--- src/design/gbnrc_pkg.sv ---
// Package with the shared constants and types of the go-back-N receiver checksum core.
`timescale 1ns / 1ps

package gbnrc_pkg;

    localparam int MAX_WORDS = 512;
    localparam int CNT_W     = $clog2(MAX_WORDS + 1);
    localparam int WORD_W    = 16;
    localparam int SEQ_W     = 8;
    localparam int BYTES_W   = 10;
    localparam int MAX_BYTES = 1020;

    typedef logic [WORD_W-1:0] word_t;
    typedef logic [SEQ_W-1:0]  seq_t;
    typedef logic [CNT_W-1:0]  count_t;

    typedef struct packed {
        word_t  word;
        logic   is_last;
        seq_t   seq_num;
        logic   is_fin;
        word_t  rx_checksum;
    } beat_t;

    typedef struct packed {
        seq_t               ack_seq;
        logic               accepted;
        logic [BYTES_W-1:0] payload_bytes;
        logic               fin_seen;
    } result_t;

endpackage

--- src/design/gbnrc_checker.sv ---
// Combinational checksum accumulation and end-of-packet decision for one beat.
`timescale 1ns / 1ps

module gbnrc_checker
    import gbnrc_pkg::*;
(
    input  word_t   sum,
    input  count_t  count,
    input  seq_t    expected,
    input  beat_t   beat,
    output word_t   sum_upd,
    output count_t  count_upd,
    output seq_t    expected_upd,
    output result_t result
);

    localparam int BW = CNT_W + 1;

    logic [WORD_W:0]  raw_sum;
    word_t            folded_sum;
    logic             take;
    logic             good;
    logic [BW-1:0]    bytes_full;
    logic [BYTES_W-1:0] bytes_sat;

    always_comb
    begin
        take       = (count < count_t'(MAX_WORDS));
        raw_sum    = {1'b0, sum} + {1'b0, beat.word};
        folded_sum = raw_sum[WORD_W-1:0] + word_t'(raw_sum[WORD_W]);

        sum_upd   = take ? folded_sum : sum;
        count_upd = take ? count + count_t'(1) : count;

        good = (beat.seq_num == expected) && ((~sum_upd) == beat.rx_checksum);

        if (count_upd >= count_t'(2))
        begin
            bytes_full = {count_upd, 1'b0} - BW'(4);
        end
        else
        begin
            bytes_full = '0;
        end

        if (bytes_full > BW'(MAX_BYTES))
        begin
            bytes_sat = BYTES_W'(MAX_BYTES);
        end
        else
        begin
            bytes_sat = bytes_full[BYTES_W-1:0];
        end

        expected_upd = expected;
        if (good)
        begin
            result.ack_seq       = expected;
            result.accepted      = 1'b1;
            result.payload_bytes = bytes_sat;
            result.fin_seen      = 1'b0;
            expected_upd         = expected + seq_t'(1);
        end
        else
        begin
            result.ack_seq       = expected - seq_t'(1);
            result.accepted      = 1'b0;
            result.payload_bytes = '0;
            result.fin_seen      = beat.is_fin;
        end
    end

endmodule

--- src/design/go_back_n_receiver_checksum_core.sv ---
// Top level of the go-back-N receiver with Internet-checksum check.
//
// Packet words enter on the input channel, one beat per word, with the
// checksum field presented as zero and is_last set on the final word.
// The sequence number, FIN flag and received checksum are taken from the
// last beat. For every last beat one result beat leaves on the output
// channel: the acknowledgement number, the accept flag, the payload byte
// count and the rejected-FIN flag; other beats give no result.
// Each beat is captured in an input register, and the one's-complement add
// with end-around carry and the final compare run from that register into
// the result register once the beat fires. One beat is taken every cycle
// while the output side does not stall a last beat.
// When the output side stalls, a last beat waits in the input register and
// input ready drops only while both registers are full; non-last beats keep
// flowing through since they produce no result.
// Reset clears the running sum, word count, expected sequence number and
// both valid flags; the block is ready as soon as reset is released.
`timescale 1ns / 1ps

module go_back_n_receiver_checksum_core
    import gbnrc_pkg::*;
(
    input  logic               clk,
    input  logic               rst_n,
    input  logic               in_valid,
    output logic               in_ready,
    input  logic [15:0]        word,
    input  logic               is_last,
    input  logic [7:0]         seq_num,
    input  logic               is_fin,
    input  logic [15:0]        rx_checksum,
    output logic               out_valid,
    input  logic               out_ready,
    output logic [7:0]         ack_seq,
    output logic               accepted,
    output logic [9:0]         payload_bytes,
    output logic               fin_seen
);

    beat_t   beat_reg;
    logic    beat_valid_reg;
    result_t result_reg;
    result_t result_next;
    logic    out_valid_reg;
    word_t   sum_reg;
    word_t   sum_next;
    count_t  count_reg;
    count_t  count_next;
    seq_t    expected_reg;
    seq_t    expected_next;

    logic    slot_free;
    logic    fire;
    logic    in_take;

    gbnrc_checker u_checker (
        .sum          (sum_reg),
        .count        (count_reg),
        .expected     (expected_reg),
        .beat         (beat_reg),
        .sum_upd      (sum_next),
        .count_upd    (count_next),
        .expected_upd (expected_next),
        .result       (result_next)
    );

    assign slot_free = !out_valid_reg || out_ready;
    assign fire      = beat_valid_reg && (!beat_reg.is_last || slot_free);
    assign in_ready  = !beat_valid_reg || fire;
    assign in_take   = in_valid && in_ready;

    always_ff @(posedge clk or negedge rst_n)
    begin
        if (!rst_n)
        begin
            beat_valid_reg <= 1'b0;
            out_valid_reg  <= 1'b0;
            sum_reg        <= '0;
            count_reg      <= '0;
            expected_reg   <= '0;
        end
        else
        begin
            if (in_ready)
            begin
                beat_valid_reg <= in_valid;
            end

            if (fire)
            begin
                if (beat_reg.is_last)
                begin
                    sum_reg      <= '0;
                    count_reg    <= '0;
                    expected_reg <= expected_next;
                end
                else
                begin
                    sum_reg   <= sum_next;
                    count_reg <= count_next;
                end
            end

            if (fire && beat_reg.is_last)
            begin
                out_valid_reg <= 1'b1;
            end
            else if (out_ready)
            begin
                out_valid_reg <= 1'b0;
            end
        end
    end

    always_ff @(posedge clk)
    begin
        if (in_take)
        begin
            beat_reg.word        <= word;
            beat_reg.is_last     <= is_last;
            beat_reg.seq_num     <= seq_num;
            beat_reg.is_fin      <= is_fin;
            beat_reg.rx_checksum <= rx_checksum;
        end
        if (fire && beat_reg.is_last)
        begin
            result_reg <= result_next;
        end
    end

    assign out_valid     = out_valid_reg;
    assign ack_seq       = result_reg.ack_seq;
    assign accepted      = result_reg.accepted;
    assign payload_bytes = result_reg.payload_bytes;
    assign fin_seen      = result_reg.fin_seen;

endmodule
--- config.mk ---
export PLATFORM = sky130hd
export DESIGN_NAME = go_back_n_receiver_checksum_core
export DESIGN_NICKNAME = d
export VERILOG_FILES = /design/src/design/gbnrc_pkg.sv /design/src/design/gbnrc_checker.sv /design/src/design/go_back_n_receiver_checksum_core.sv
export SDC_FILE = /design/constraint.sdc
export NUM_CORES = 1
export LEC_CHECK = 0
export BUFFER_PORTS_ARGS = -buffer_cell sky130_fd_sc_hd__buf_2
export CAP_MARGIN = 5
export CORE_MARGIN = 2
export CORE_UTILIZATION = 25
export DETAILED_ROUTE_END_ITERATION = 8
export GPL_TIMING_DRIVEN = 0
export PLACE_DENSITY = 0.48
export SYNTH_ARGS = -nofsm -noshare
export SYNTH_HDL_FRONTEND = slang
export SYNTH_SLANG_ARGS = --single-unit
--- constraint.sdc ---
create_clock -name clk -period 16.55 [get_ports clk]
set_input_delay 3.31 -clock clk [delete_from_list [all_inputs] [get_ports clk]]
set_output_delay 3.31 -clock clk [all_outputs]
set_load 0.1 [all_outputs]
==> reports/summary.txt <==
ant diodes = 0
H-Tree Level Count = 3
Setup violations, final = 0
Max Cap Viol = 0
total core area = 24900 sq um
Slew HR = 0.347
vias = 4974
Slew @ Worst Pin = 0.980 ns
cell repeated most along the worst path = buf_2
cell count along the critical path = 3
status = finished, final reports clean
WL final = 16700 um
Post-route DRC = 0
Die H = 163 um
total global-route track usage = 0.130
r2r endpoint = ack_seq[7]
sequential share of the synthesized area = 0.435
CTS max path bufs = 2
Worst Hold Class = reg -> reg
Pleak = 2.95 nW
Buf/Inv on CP = 2
largest net degree at the start of global routing = 37
clock sink count = 97
Final Slew Violations = 0
Worst R2R Setup Slack = 10.10 ns
I/O Buffers = 66
Die Area = 26400 sq um
max FFs per register = 42
Critical R2R Launch = sum_reg[0]
Startpoint Class = primary input
Worst-Skew Late Latency = 0.37 ns
Post-synth top flop = edfxtp_1
max layer used = met4
Synth async-reset ratio = 0.371
synth warn = 0
Fmax = 0.137 GHz
dominant cells by area after synthesis = edfxtp_1 (29%), dfrtp_1 (14%), xnor2_1 (6.0%)
clk root buf = clkbuf_16
Via density = 4.76
CP endpoint kind = output pin
Post-DP HPWL = 12500 um
DRT Pass-1 Iters = 5
critical path's largest stage delay = 0.45 ns
# hold bufs at CTS = 0
Power, Total = 1.09 mW
setup TNS = 0 ns
layout cells sized above 1 = 0.149
grt ovf = 0
crit path launch = out_ready
worst path arrival time = 4.00 ns
most common cell in the netlist = edfxtp_1
DRT antenna net count = 0
Commonest cells post-synth = edfxtp_1 (61), nand2_1 (48), xnor2_1 (43)
WL met1 = 8280 um
Post-CTS Setup Inserts = 0
Area Overhead vs Synth = 16.9%
Post-Syn Instances = 633
top cell type's share of synthesized area = 0.292
cell accounting for the most synthesized area = edfxtp_1
global-route wire length before repair = 26800 um
Post-Syn Area per Cell = 9.92 sq um
pwr/cell area = 149 nW/um^2
worst path cell trace = buf_2 -> nand4b_1 -> buf_2
FF+latch count, synth = 97
clock slew at reported path FFs = 0.07 ns
net count after synthesis = 702
Period Utilization, post-route = 0.442
Post-synth EDFFs = 61
Tmin final = 7.31 ns
# rows = 58
CTS tree = yes
skew final = 0.0139 ns
initial antenna violation count = 0
endpoints failing hold = 0
reg2reg path depth = 26
Cell variety after synth = 76
DR WL/cell = 16.0 um
vias in the first global route = 4831
met3 WL = 506 um
worst setup path endpoint = in_ready
TritonCTS Buffers = 9
unrepaired setup endpoints after global routing = no
Die Wd = 163 um
Final nets = 780
Resized cells post-CTS = 0
critical path type = in -> out
worst ir drop on vdd = 0.0583 mV
DRT iter0 DRCs = 278
starting density of the core = 0.252
WP data required = 13.24 ns
slowest stage cell, crit path = buf_2
crit path max fanout = 3
# IOs = 68
met2 wire len = 7740 um
synthesized area = 6280 sq um
delay-heaviest family, CP = buffers and inverters
RD Place Congestion = 0.801
-- power by group --
group,switching [mW],internal (mW),leakage (nW)
combinational,0.335,0.223,1.74
clock,0.111,0.107,0.139
sequential,0.0283,0.287,1.07
total,0.475,0.616,2.95
-- logic make-up after synthesis --
group / count (synthesis) / synth area share
simple gates: 234 / 0.200
mux: 10 / 0.0163
other cells: 1 / 0.000597
compound gates: 140 / 0.157
xor+xnor: 75 / 0.110
flops: 97 / 0.435
buf+inv: 53 / 0.0337
fa+ha+maj: 23 / 0.0470
-- per-layer routing --
metal  vias up  GRT usage
met4         0     0.0382
met2        71      0.206
met3        14     0.0199
li1       2505          -
met5         -          0
met1      2384      0.182
-- worst register-to-register path, stage by stage, from the launching register on --
cell and delay, ns:
dfrtp_1 0.39, ha_1 0.17, inv_1 0.05, fa_1 0.40
nand2b_1 0.22, a21bo_2 0.26, a21oi_1 0.33, o21a_1 0.24
o21ai_0 0.10, a21oi_1 0.18, o21ai_0 0.10, nand2b_1 0.20
ha_1 0.21, ha_1 0.25, mux2i_1 0.17, xnor2_1 0.16
nand4_1 0.14, a2111o_1 0.41, or4_1 0.47, nor3b_1 0.25
o2111ai_1 0.16, or4_1 0.41, or3_1 0.34, buf_2 0.18
buf_2 0.20, nand4b_1 0.13, xnor2_1 0.08
-- layout make-up --
cell class / instances / area, sq um
fillers: 2603 / 17500
multi-input cells: 483 / 3340
flip-flops and latches: 97 / 2730
well taps: 330 / 413
repair buffers: 67 / 350
clock buffers: 9 / 225
plain buffers: 33 / 136
inverters: 20 / 75.1
clock inverters: 7 / 71.3
-- cell usage in the layout (no fill, tap or decap), drive strengths merged, types with 5 or more instances in the layout --
| cell | instances |
|---|---|
| buf | 77 |
| nand2b | 14 |
| o31ai | 7 |
| dfrtp | 36 |
| o21ai | 31 |
| ha | 22 |
| inv | 24 |
| a22o | 10 |
| nand3 | 25 |
| nor3b | 6 |
| nor2 | 39 |
| xnor2 | 44 |
| clkbuf | 32 |
| nand4b | 5 |
| a31oi | 5 |
| nor3 | 20 |
| xor2 | 29 |
| a211oi | 9 |
| edfxtp | 61 |
| mux2i | 8 |
| o2111ai | 5 |
| and2 | 14 |
| nand2 | 48 |
| nand4 | 9 |
| nor4 | 13 |
| and3 | 13 |
| or2 | 5 |
| a21oi | 29 |
| or3 | 5 |
-- per-stage QoR --
step | std cells | area [sq um] | hold slack, ns | util | setup WS (ns)
finish | 1046 | 7340 | 0.521 | 0.295 | 9.24
global route | 1046 | 7340 | 0.567 | 0.295 | 9.21
CTS | 1046 | 7340 | 0.524 | 0.295 | 9.24
detailed placement | 1030 | 7050 | 0.506 | 0.283 | 9.24
global placement | 1029 | 7020 | 0.504 | 0.282 | 9.25
floorplan | 633 | 6280 | 0.488 | - | 8.93
-- how the worst min path moves through the flow --
stage	endpoint	slack [ns]	start	depth (start not counted)
final	fin_seen	0.52	beat_reg[16]	1
after detailed placement	fin_seen	0.51	beat_reg[16]	1
after CTS	fin_seen	0.52	beat_reg[16]	1
after global routing	sum_reg[0]	0.57	sum_reg[0]	1
after global placement	fin_seen	0.50	beat_reg[16]	1
after floorplan	sum_reg[9]	0.49	sum_reg[9]	2
(Power assumes the default switching activity.)
